## config.mk

```make
export PLATFORM = sky130hd
export DESIGN_NAME = dma_channel_address_sequencer_flat
export DESIGN_NICKNAME = d
export VERILOG_FILES = /design/src/design/dcas_pkg.sv /design/src/design/dcas_ifs.sv /design/src/design/dcas_cfg_regs.sv /design/src/design/dcas_engine.sv /design/src/design/dma_channel_address_sequencer.sv /design/src/flat_wrapper.sv
export SDC_FILE = /design/constraint.sdc
export NUM_CORES = 1
export LEC_CHECK = 0
export BUFFER_PORTS_ARGS = -buffer_cell sky130_fd_sc_hd__buf_2
export CAP_MARGIN = 0
export CORE_UTILIZATION = 45
export CTS_CLUSTER_DIAMETER = 60
export DETAILED_ROUTE_END_ITERATION = 16
export HOLD_SLACK_MARGIN = 0.1
export PLACE_DENSITY = 0.66
export SYNTH_ARGS = -nofsm -noshare
export SYNTH_HDL_FRONTEND = slang
export SYNTH_SLANG_ARGS = --single-unit
export TNS_END_PERCENT = 50
```

## constraint.sdc

```tcl
create_clock -name clk -period 4.6 [get_ports clk]
set_input_delay 0.23 -clock clk [delete_from_list [all_inputs] [get_ports clk]]
set_output_delay 0.23 -clock clk [all_outputs]
set_load 0.01 [all_outputs]
```

## src/design/dcas_pkg.sv

```systemverilog
// Shared constants, types and helper functions of the DMA channel address sequencer.
// Depends on nothing; used by every other design file except the macros header.
`timescale 1ns / 1ps

package dcas_pkg;

  // Channel configuration
  localparam int CHANNEL        = 3;
  localparam int EEPROM_CHANNEL = 3;
  localparam int COUNT_LIMIT    = 65536;
  localparam int CNT_W          = $clog2(COUNT_LIMIT);
  localparam int UNITS_W        = CNT_W + 1;
  localparam logic [UNITS_W-1:0] UNITS_FULL = UNITS_W'(1) << CNT_W;

  localparam int ADDR_W    = 32;
  localparam int COUNT_W   = 16;
  localparam int STEP_W    = 4;
  localparam int CFG_IDX_W = 3;
  localparam int CFG_DAT_W = 32;

  localparam logic [ADDR_W-1:0] EEPROM_LOW  = 32'h0D00_0000;
  localparam logic [ADDR_W-1:0] EEPROM_HIGH = 32'h0E00_0000;

  // Request opcodes
  localparam logic OP_START = 1'b0;
  localparam logic OP_UNIT  = 1'b1;

  // Address step modes
  localparam logic [1:0] MODE_INC        = 2'd0;
  localparam logic [1:0] MODE_DEC        = 2'd1;
  localparam logic [1:0] MODE_FIXED      = 2'd2;
  localparam logic [1:0] MODE_INC_RELOAD = 2'd3;

  // Transfer kinds
  localparam logic [1:0] KIND_HALF      = 2'd0;
  localparam logic [1:0] KIND_WORD      = 2'd1;
  localparam logic [1:0] KIND_EE_READ   = 2'd2;
  localparam logic [1:0] KIND_EE_WRITE  = 2'd3;

  // Register indexes
  localparam logic [CFG_IDX_W-1:0] REG_SOURCE_BASE = 3'd0;
  localparam logic [CFG_IDX_W-1:0] REG_DEST_BASE   = 3'd1;
  localparam logic [CFG_IDX_W-1:0] REG_UNIT_COUNT  = 3'd2;
  localparam logic [CFG_IDX_W-1:0] REG_SOURCE_MODE = 3'd3;
  localparam logic [CFG_IDX_W-1:0] REG_DEST_MODE   = 3'd4;
  localparam logic [CFG_IDX_W-1:0] REG_FLAGS       = 3'd5;
  localparam logic [CFG_IDX_W-1:0] REG_BACKUP_EE   = 3'd6;

  // Bit positions in transfer_flags
  localparam int FLAG_WORD   = 0;
  localparam int FLAG_REPEAT = 1;
  localparam int FLAG_IRQ    = 2;

  typedef struct packed {
    logic [ADDR_W-1:0]  source_base;
    logic [ADDR_W-1:0]  dest_base;
    logic [COUNT_W-1:0] unit_count;
    logic [1:0]         source_mode;
    logic [1:0]         dest_mode;
    logic [2:0]         transfer_flags;
    logic               backup_is_eeprom;
  } cfg_t;

  typedef struct packed {
    logic              transfer_valid;
    logic [ADDR_W-1:0] source_address;
    logic [ADDR_W-1:0] dest_address;
    logic [1:0]        transfer_kind;
    logic              last_unit;
    logic              irq_request;
    logic              enabled_after;
    logic              busy_res;
  } result_t;

  // Two's complement byte step for a mode and unit size
  function automatic logic [STEP_W-1:0] step_code(logic [1:0] mode, logic word);
    logic [STEP_W-1:0] size;
    size = word ? 4'd4 : 4'd2;
    case (mode)
      MODE_INC, MODE_INC_RELOAD: step_code = size;
      MODE_DEC:                  step_code = 4'd0 - size;
      MODE_FIXED:                step_code = '0;
      default:                   step_code = '0;
    endcase
  endfunction

  function automatic logic in_eeprom_window(logic [ADDR_W-1:0] a);
    in_eeprom_window = (a >= EEPROM_LOW) && (a < EEPROM_HIGH);
  endfunction

endpackage

```

## src/design/dcas_ifs.sv

```systemverilog
// Channel interfaces of the DMA channel address sequencer: request, result, config.
// Depends on dcas_pkg.
`timescale 1ns / 1ps

interface dcas_item_if import dcas_pkg::*; ();
  logic valid;
  logic ready;
  logic op;
  logic reload_addresses;

  modport source (output valid, op, reload_addresses, input ready);
  modport sink   (input valid, op, reload_addresses, output ready);
endinterface

interface dcas_result_if import dcas_pkg::*; ();
  logic              valid;
  logic              ready;
  logic              transfer_valid;
  logic [ADDR_W-1:0] source_address;
  logic [ADDR_W-1:0] dest_address;
  logic [1:0]        transfer_kind;
  logic              last_unit;
  logic              irq_request;
  logic              enabled_after;
  logic              busy_res;

  modport source (output valid, transfer_valid, source_address, dest_address,
                  transfer_kind, last_unit, irq_request, enabled_after, busy_res,
                  input ready);
  modport sink   (input valid, transfer_valid, source_address, dest_address,
                  transfer_kind, last_unit, irq_request, enabled_after, busy_res,
                  output ready);
endinterface

interface dcas_cfg_if import dcas_pkg::*; ();
  logic                 valid;
  logic                 ready;
  logic [CFG_IDX_W-1:0] index;
  logic [CFG_DAT_W-1:0] data;

  modport source (output valid, index, data, input ready);
  modport sink   (input valid, index, data, output ready);
endinterface

```

## src/design/dcas_cfg_regs.sv

```systemverilog
// Configuration register file of the DMA channel address sequencer.
// Depends on dcas_pkg and dcas_cfg_if.
`timescale 1ns / 1ps

module dcas_cfg_regs import dcas_pkg::*; (
  input  logic      clk,
  input  logic      rst,
  dcas_cfg_if.sink  cfg,
  output cfg_t      regs
);

  // Writes are always taken; unknown indexes are dropped
  assign cfg.ready = 1'b1;

  always_ff @(posedge clk) begin
    if (rst) begin
      regs <= '0;
    end else if (cfg.valid) begin
      case (cfg.index)
        REG_SOURCE_BASE: regs.source_base      <= cfg.data[ADDR_W-1:0];
        REG_DEST_BASE:   regs.dest_base        <= cfg.data[ADDR_W-1:0];
        REG_UNIT_COUNT:  regs.unit_count       <= cfg.data[COUNT_W-1:0];
        REG_SOURCE_MODE: regs.source_mode      <= cfg.data[1:0];
        REG_DEST_MODE:   regs.dest_mode        <= cfg.data[1:0];
        REG_FLAGS:       regs.transfer_flags   <= cfg.data[2:0];
        REG_BACKUP_EE:   regs.backup_is_eeprom <= cfg.data[0];
        default: ;
      endcase
    end
  end

endmodule

```

## src/design/dcas_engine.sv

```systemverilog
// Channel state and per-request logic: start setup and per-unit address stepping.
// Depends on dcas_pkg.
`timescale 1ns / 1ps

module dcas_engine import dcas_pkg::*; (
  input  logic    clk,
  input  logic    rst,
  input  logic    fire,
  input  logic    op,
  input  logic    reload_addresses,
  input  cfg_t    regs,
  output result_t res
);

  logic                running_flag, running_flag_next;
  logic [UNITS_W-1:0]  units_left, units_left_next;
  logic [ADDR_W-1:0]   current_source, current_source_next;
  logic [ADDR_W-1:0]   current_dest, current_dest_next;
  logic [STEP_W-1:0]   source_step, source_step_next;
  logic [STEP_W-1:0]   dest_step, dest_step_next;
  logic [1:0]          latched_kind, latched_kind_next;

  logic                word, repeat_en, irq_en;
  logic [ADDR_W-1:0]   align_mask, src_sel, dst_sel, src_al, dst_al;
  logic [CNT_W-1:0]    cnt;
  logic                ee_w, ee_r;
  logic [UNITS_W-1:0]  units_dec;

  assign word      = regs.transfer_flags[FLAG_WORD];
  assign repeat_en = regs.transfer_flags[FLAG_REPEAT];
  assign irq_en    = regs.transfer_flags[FLAG_IRQ];

  // Start path: address selection, alignment and kind decode
  assign align_mask = word ? ~ADDR_W'(3) : ~ADDR_W'(1);
  assign src_sel    = reload_addresses ? regs.source_base : current_source;
  assign dst_sel    = (reload_addresses ||
                       (repeat_en && regs.dest_mode == MODE_INC_RELOAD))
                      ? regs.dest_base : current_dest;
  assign src_al     = src_sel & align_mask;
  assign dst_al     = dst_sel & align_mask;
  assign cnt        = regs.unit_count[CNT_W-1:0];
  assign ee_w       = (CHANNEL == EEPROM_CHANNEL) && in_eeprom_window(dst_al);
  assign ee_r       = (CHANNEL == EEPROM_CHANNEL) && in_eeprom_window(src_al);
  assign units_dec  = units_left - UNITS_W'(1);

  always_comb begin
    res                 = '0;
    running_flag_next   = running_flag;
    units_left_next     = units_left;
    current_source_next = current_source;
    current_dest_next   = current_dest;
    source_step_next    = source_step;
    dest_step_next      = dest_step;
    latched_kind_next   = latched_kind;

    if (fire) begin
      if (op == OP_START) begin
        // Load count, addresses and steps; restarts a running channel
        running_flag_next   = 1'b1;
        units_left_next     = (cnt == '0) ? UNITS_FULL : UNITS_W'(cnt);
        current_source_next = src_al;
        current_dest_next   = dst_al;
        source_step_next    = step_code(regs.source_mode, word);
        dest_step_next      = step_code(regs.dest_mode, word);
        if ((ee_w || ee_r) && regs.backup_is_eeprom)
          latched_kind_next = ee_w ? KIND_EE_WRITE : KIND_EE_READ;
        else
          latched_kind_next = word ? KIND_WORD : KIND_HALF;
        res.busy_res = 1'b1;
      end else if (!running_flag || units_left == '0) begin
        // Unit request on an idle channel
        running_flag_next = 1'b0;
      end else begin
        // Issue one unit and advance both addresses
        res.transfer_valid  = 1'b1;
        res.source_address  = current_source;
        res.dest_address    = current_dest;
        res.transfer_kind   = latched_kind;
        current_source_next = current_source + {{(ADDR_W-STEP_W){source_step[STEP_W-1]}},
                                                source_step};
        current_dest_next   = current_dest + {{(ADDR_W-STEP_W){dest_step[STEP_W-1]}},
                                              dest_step};
        units_left_next     = units_dec;
        if (units_dec == '0) begin
          running_flag_next = 1'b0;
          res.last_unit     = 1'b1;
          res.irq_request   = irq_en;
          res.enabled_after = repeat_en;
        end else begin
          res.busy_res = 1'b1;
        end
      end
    end
  end

  always_ff @(posedge clk) begin
    if (rst) begin
      running_flag   <= 1'b0;
      units_left     <= '0;
      current_source <= '0;
      current_dest   <= '0;
      source_step    <= '0;
      dest_step      <= '0;
      latched_kind   <= KIND_HALF;
    end else begin
      running_flag   <= running_flag_next;
      units_left     <= units_left_next;
      current_source <= current_source_next;
      current_dest   <= current_dest_next;
      source_step    <= source_step_next;
      dest_step      <= dest_step_next;
      latched_kind   <= latched_kind_next;
    end
  end

endmodule

```

## src/design/dma_channel_address_sequencer.sv

```systemverilog
// Top level of the DMA channel address sequencer: request register, engine, result register.
// Depends on dcas_pkg, dcas_ifs, dcas_cfg_regs and dcas_engine.
`timescale 1ns / 1ps
//
// Usage
//   item   : requests in. op 0 starts the channel (reload_addresses picks a
//            reload of both addresses from the base registers); op 1 asks for
//            one transfer unit.
//   result : one result per request: the unit's addresses and kind, or a
//            start/idle acknowledgment, plus completion, irq and enable state.
//   cfg    : register writes (index, data); always ready. Write only while
//            no request is in flight.
// Timing
//   A request accepted on item is held in the request register, moves through
//   the engine into the result register and is presented on the result channel.
//   One request per cycle is sustained while result.ready stays high; each request
//   costs one pass through the engine (a 32-bit add per address, or the start setup).
// Reset
//   rst (synchronous) clears the valid bits of both pipeline registers, the
//   channel state and all configuration registers; the channel is stopped.
// Stalls
//   While result.ready is low a waiting result holds; the request register
//   still takes one more request, then item.ready drops.
//
module dma_channel_address_sequencer import dcas_pkg::*; (
  input  logic          clk,
  input  logic          rst,
  dcas_item_if.sink     item,
  dcas_result_if.source result,
  dcas_cfg_if.sink      cfg
);

  cfg_t    regs;
  result_t res_next;
  result_t res_q;
  logic    req_valid;
  logic    req_op;
  logic    req_reload;
  logic    res_valid;
  logic    advance;

  dcas_cfg_regs u_cfg_regs (
    .clk  (clk),
    .rst  (rst),
    .cfg  (cfg),
    .regs (regs)
  );

  // Request moves into the engine when the result register is empty or its result is taken
  assign advance    = req_valid && (!res_valid || result.ready);
  assign item.ready = !req_valid || advance;

  // Request register
  always_ff @(posedge clk) begin
    if (rst) begin
      req_valid <= 1'b0;
    end else if (item.ready) begin
      req_valid <= item.valid;
    end
  end

  always_ff @(posedge clk) begin
    if (item.ready && item.valid) begin
      req_op     <= item.op;
      req_reload <= item.reload_addresses;
    end
  end

  dcas_engine u_engine (
    .clk              (clk),
    .rst              (rst),
    .fire             (advance),
    .op               (req_op),
    .reload_addresses (req_reload),
    .regs             (regs),
    .res              (res_next)
  );

  // Result register
  always_ff @(posedge clk) begin
    if (rst) begin
      res_valid <= 1'b0;
    end else if (advance) begin
      res_valid <= 1'b1;
    end else if (result.ready) begin
      res_valid <= 1'b0;
    end
  end

  always_ff @(posedge clk) begin
    if (advance) begin
      res_q <= res_next;
    end
  end

  assign result.valid          = res_valid;
  assign result.transfer_valid = res_q.transfer_valid;
  assign result.source_address = res_q.source_address;
  assign result.dest_address   = res_q.dest_address;
  assign result.transfer_kind  = res_q.transfer_kind;
  assign result.last_unit      = res_q.last_unit;
  assign result.irq_request    = res_q.irq_request;
  assign result.enabled_after  = res_q.enabled_after;
  assign result.busy_res       = res_q.busy_res;

endmodule

```

## src/flat_wrapper.sv

```systemverilog
// flat-port wrapper written by rule: the top's interface ports become plain ports
module dma_channel_address_sequencer_flat import dcas_pkg::*;
  (clk, rst, item_valid, item_op, item_reload_addresses, item_ready, result_valid, result_transfer_valid, result_source_address, result_dest_address, result_transfer_kind, result_last_unit, result_irq_request, result_enabled_after, result_busy_res, result_ready, cfg_valid, cfg_index, cfg_data, cfg_ready);
  dcas_item_if item_i ();
  dcas_result_if result_i ();
  dcas_cfg_if cfg_i ();
  input  logic clk;
  input  logic rst;
  input wire logic [$bits(item_i.valid)-1:0] item_valid;
  input wire logic [$bits(item_i.op)-1:0] item_op;
  input wire logic [$bits(item_i.reload_addresses)-1:0] item_reload_addresses;
  output wire logic [$bits(item_i.ready)-1:0] item_ready;
  output wire logic [$bits(result_i.valid)-1:0] result_valid;
  output wire logic [$bits(result_i.transfer_valid)-1:0] result_transfer_valid;
  output wire logic [$bits(result_i.source_address)-1:0] result_source_address;
  output wire logic [$bits(result_i.dest_address)-1:0] result_dest_address;
  output wire logic [$bits(result_i.transfer_kind)-1:0] result_transfer_kind;
  output wire logic [$bits(result_i.last_unit)-1:0] result_last_unit;
  output wire logic [$bits(result_i.irq_request)-1:0] result_irq_request;
  output wire logic [$bits(result_i.enabled_after)-1:0] result_enabled_after;
  output wire logic [$bits(result_i.busy_res)-1:0] result_busy_res;
  input wire logic [$bits(result_i.ready)-1:0] result_ready;
  input wire logic [$bits(cfg_i.valid)-1:0] cfg_valid;
  input wire logic [$bits(cfg_i.index)-1:0] cfg_index;
  input wire logic [$bits(cfg_i.data)-1:0] cfg_data;
  output wire logic [$bits(cfg_i.ready)-1:0] cfg_ready;
  assign item_i.valid = item_valid;
  assign item_i.op = item_op;
  assign item_i.reload_addresses = item_reload_addresses;
  assign item_ready = item_i.ready;
  assign result_valid = result_i.valid;
  assign result_transfer_valid = result_i.transfer_valid;
  assign result_source_address = result_i.source_address;
  assign result_dest_address = result_i.dest_address;
  assign result_transfer_kind = result_i.transfer_kind;
  assign result_last_unit = result_i.last_unit;
  assign result_irq_request = result_i.irq_request;
  assign result_enabled_after = result_i.enabled_after;
  assign result_busy_res = result_i.busy_res;
  assign result_i.ready = result_ready;
  assign cfg_i.valid = cfg_valid;
  assign cfg_i.index = cfg_index;
  assign cfg_i.data = cfg_data;
  assign cfg_ready = cfg_i.ready;
  dma_channel_address_sequencer u_core (.clk(clk), .rst(rst), .item(item_i), .result(result_i), .cfg(cfg_i));
endmodule
```

==> flow_summary.yaml <==
outcome:
  status: "finished clean"
critical_path:
  critical_path.top_delay_family: "compound AO/OA/AOI/OAI gates"
  critPathMaxFanout: 18
  crit_cells: 12
  path_buf_inv: 1
  rr_startpoint: "u_core.u_engine.source_step[3]$_SDFFE_PP0P_"
  reg2reg_depth: 12
  reg2reg_to: "u_core.u_engine.current_source[29]$_SDFFE_PP0P_"
  crit_arrival_ps: 4030
  path_class: "reg2reg"
  cp_cell_sequence: "buf_4, ha_1, a21o_1, a21o_1, a21oi_1, nor2_1, a221oi_1, a21boi_1, o21ai_1, a21oi_1, or4_1, and3_1"
  startpoint_type: "register"
  cp.required_ps: 5030
  reg2reg_slack_ps: 1000
  critPathCaptureType: "register"
  critPathSlowestCell: "dfxtp_1"
  max_stage_delay_ps: 780
placement:
  preCtsSetupSlack_ps: 1070
  io_buffers: 112
  postPlaceCellArea_mm2: 0.0140
  hpwl_um: 25700
  gp_congestion: 0.936
layout:
  utilization_pct: 53.2
  drive_gt1_share_pct: 12.6
  synthToLayoutAreaGrowth_pct: 16.0
  final_cell_mix: "nand2_1, a21oi_1, dfxtp_1"
  layout_commonest_cell: "nand2_1"
  layout.nets: 1759
  num_antenna_cells: 0
  design_area_mm2: 0.0153
  n_fill_cell: 2709
min_path:
  min_to: "u_core.u_cfg_regs.regs[0]$_SDFFE_PP0P_"
  worstHoldStart: "cfg_index[2]"
  worst_hold_path_type: "in2reg"
  hold_path_depth: 4
power:
  peakVddDrop_mv: 0.272
  power.density_mw_per_mm2: 334
  p_leak_nw: 6.22
  p_total_mw: 5.11
timing:
  slew_violations: 0
  min_period_ps: 3600
  setup_viol: 0
  finalSetupTns_ps: 0
  fmax_mhz: 278
  skew_ps: 25.6
  finalCritPeriodShare_pct: 78.2
  slew_headroom_pct: 21.0
  setup_ws_ps: 1000
  finalHoldViolCount: 0
  rsz0062_at_grt: "false"
  tightestPinTransition_ps: 1180
flow_run:
  maxCapViolCount: 0
synth:
  yosys_warnings: 0
  syn_inst: 1539
  async_flop_share_pct: 0
  ys_seq_area_share_pct: 42.8
  synth_edf_count: 71
  synthesis.area_mm2: 0.0132
  syn_avg_cell_area_um2: 8.58
  yosysUniqueCellTypes: 80
  ys_ff_latch: 247
  synth_flop_cell: "dfxtp_1"
clock_tree:
  cts_made_buffers: 28
  path_clk_slew_ps: 60
  cts-root-buf: "clkbuf_16"
  clock_sinks: 247
  insertion_delay_ps: 550
  cts.path.max_buffers: 3
  post_cts_buffers: 0
  cts_tree: "yes"
  htreeDepth: 1
global_routing:
  grt_start_max_net_pins: 123
  antenna_found_initial: 0
  grt_use_total_pct: 24.9
  grt_first_pass_wirelength_um: 60100
  overflow: 0
  grt_pass1_vias: 11100
route:
  drcViolationCount: 0
  wire_per_inst_um: 18.4
  vias: 11700
  wl_met3_um: 2670
  met1_length_um: 17200
  first_iter_violations: 911
  ant_nets: 0
  drt_wl_total_um: 37800
  top_layer_used: "met4"
  wl_met2_um: 16700
  vias_per_cell: 5.70
  first_pass_iters: 5
die:
  die_area_mm2: 0.0300
  initial_core_util_pct: 45.9
  core_area_mm2: 0.0288
  dieWidth_um: 173
  die_h_um: 173
  ios: 116
  rows: 62
per-stage QoR:
stage | hold WS (ps) | cells
2_1_floorplan | 329 | 1540
3_5_place_dp | 408 | 1967
5_1_grt | 130 | 2054
6_report | 113 | 2054
4_1_cts | 104 | 2054
3_3_place_gp | 408 | 1967
state kept, by name, summed over array words and instances, names as in the netlist, 2 cells and up:
register                        count
u_core.u_engine.source_step         3
u_core.u_cfg_regs.regs             86
u_core.u_engine.latched_kind        2
u_core.result.dest_address         31
u_core.u_engine.current_source     31
u_core.u_engine.units_left         17
u_core.result.transfer_kind         2
u_core.result.source_address       31
u_core.u_engine.current_dest       31
u_core.u_engine.dest_step           3
cells in the mapped netlist, types with 8 or more instances:
cell	number	area [um2]
and2_1	74	463
nor3b_1	9	67.6
o22ai_1	9	56.3
a2111oi_2	9	135
a31oi_1	8	50.1
edfxtp_1	71	2130
nor3_1	51	255
a21oi_1	187	936
a22oi_1	11	82.6
o21ai_0	36	180
nand3_1	29	145
ha_1	65	813
a21o_1	32	240
mux2i_1	16	160
a222oi_1	9	90.1
xor2_1	24	210
a211oi_1	19	143
inv_1	28	105
nor2b_1	14	87.6
nand2_1	223	837
nand4_1	12	75.1
nand2b_1	11	68.8
dfxtp_1	176	3520
xnor2_1	33	289
nor2_1	169	634
clkbuf_1	71	267
worst max path at each step:
stage / startpoint / endpoint
global placement: u_core.u_engine.source_step[3]$_SDFFE_PP0P_ / u_core.u_engine.current_source[29]$_SDFFE_PP0P_
CTS: u_core.u_engine.source_step[3]$_SDFFE_PP0P_ / u_core.u_engine.current_source[29]$_SDFFE_PP0P_
global route: u_core.u_engine.source_step[3]$_SDFFE_PP0P_ / u_core.u_engine.current_source[28]$_SDFFE_PP0P_
floorplan: u_core.u_engine.dest_step[3]$_SDFFE_PP0P_ / u_core.u_engine.current_dest[31]$_SDFFE_PP0P_
detailed placement: u_core.u_engine.source_step[3]$_SDFFE_PP0P_ / u_core.u_engine.current_source[29]$_SDFFE_PP0P_
finish: u_core.u_engine.source_step[3]$_SDFFE_PP0P_ / u_core.u_engine.current_source[29]$_SDFFE_PP0P_
power by group:
group | switching, mW | internal, mW | total, mW | leakage (nW)
combinational | 0.338 | 0.194 | 0.532 | 3.67
sequential | 0.0541 | 2.31 | 2.36 | 2.10
clock | 0.904 | 1.32 | 2.22 | 0.456
total | 1.30 | 3.82 | 5.11 | 6.22
kinds of logic (layout without fill, tap and decap cells):
logic type | after synthesis | in the layout | share of synthesized area, %
simple gates | 637 | 637 | 22.5
compound gates | 392 | 392 | 19.1
flops | 247 | 247 | 42.8
buf+inv | 121 | 251 | 4.01
fa+ha+maj | 67 | 67 | 6.47
xor+xnor | 57 | 57 | 3.78
mux | 16 | 16 | 1.21
other cells | 2 | 3 | 0.0569
repair_timing:
action | CTS | global route
hold endpoints to repair | 92 | 0
hold buffers | 37 | 0
gates resized for setup | 0 | 0
area by class of cell:
type                       count  area, um2  share of cell area (%)
clock buffer                  43        882                    5.76
clock inverter                 7       42.5                   0.278
inverter                      29        110                   0.719
multi-input combinational   1172       7030                    45.9
sequential                   247       5660                    36.9
tap                          384        480                    3.14
timing repair buffer         172       1110                    7.25
worst min-delay path: stages:
cell	delay, ps
buf_2	130
nand3_1	100
mux2i_1	80
nor2_1	80
layer usage:
layer | vias to the layer above | GRT usage (%)
li1 | 5686 | -
met1 | 5545 | 34.8
met2 | 405 | 39.1
met3 | 81 | 3.42
met4 | 0 | 8.96
met5 | - | 0
Power figures use the tool's default switching activity.
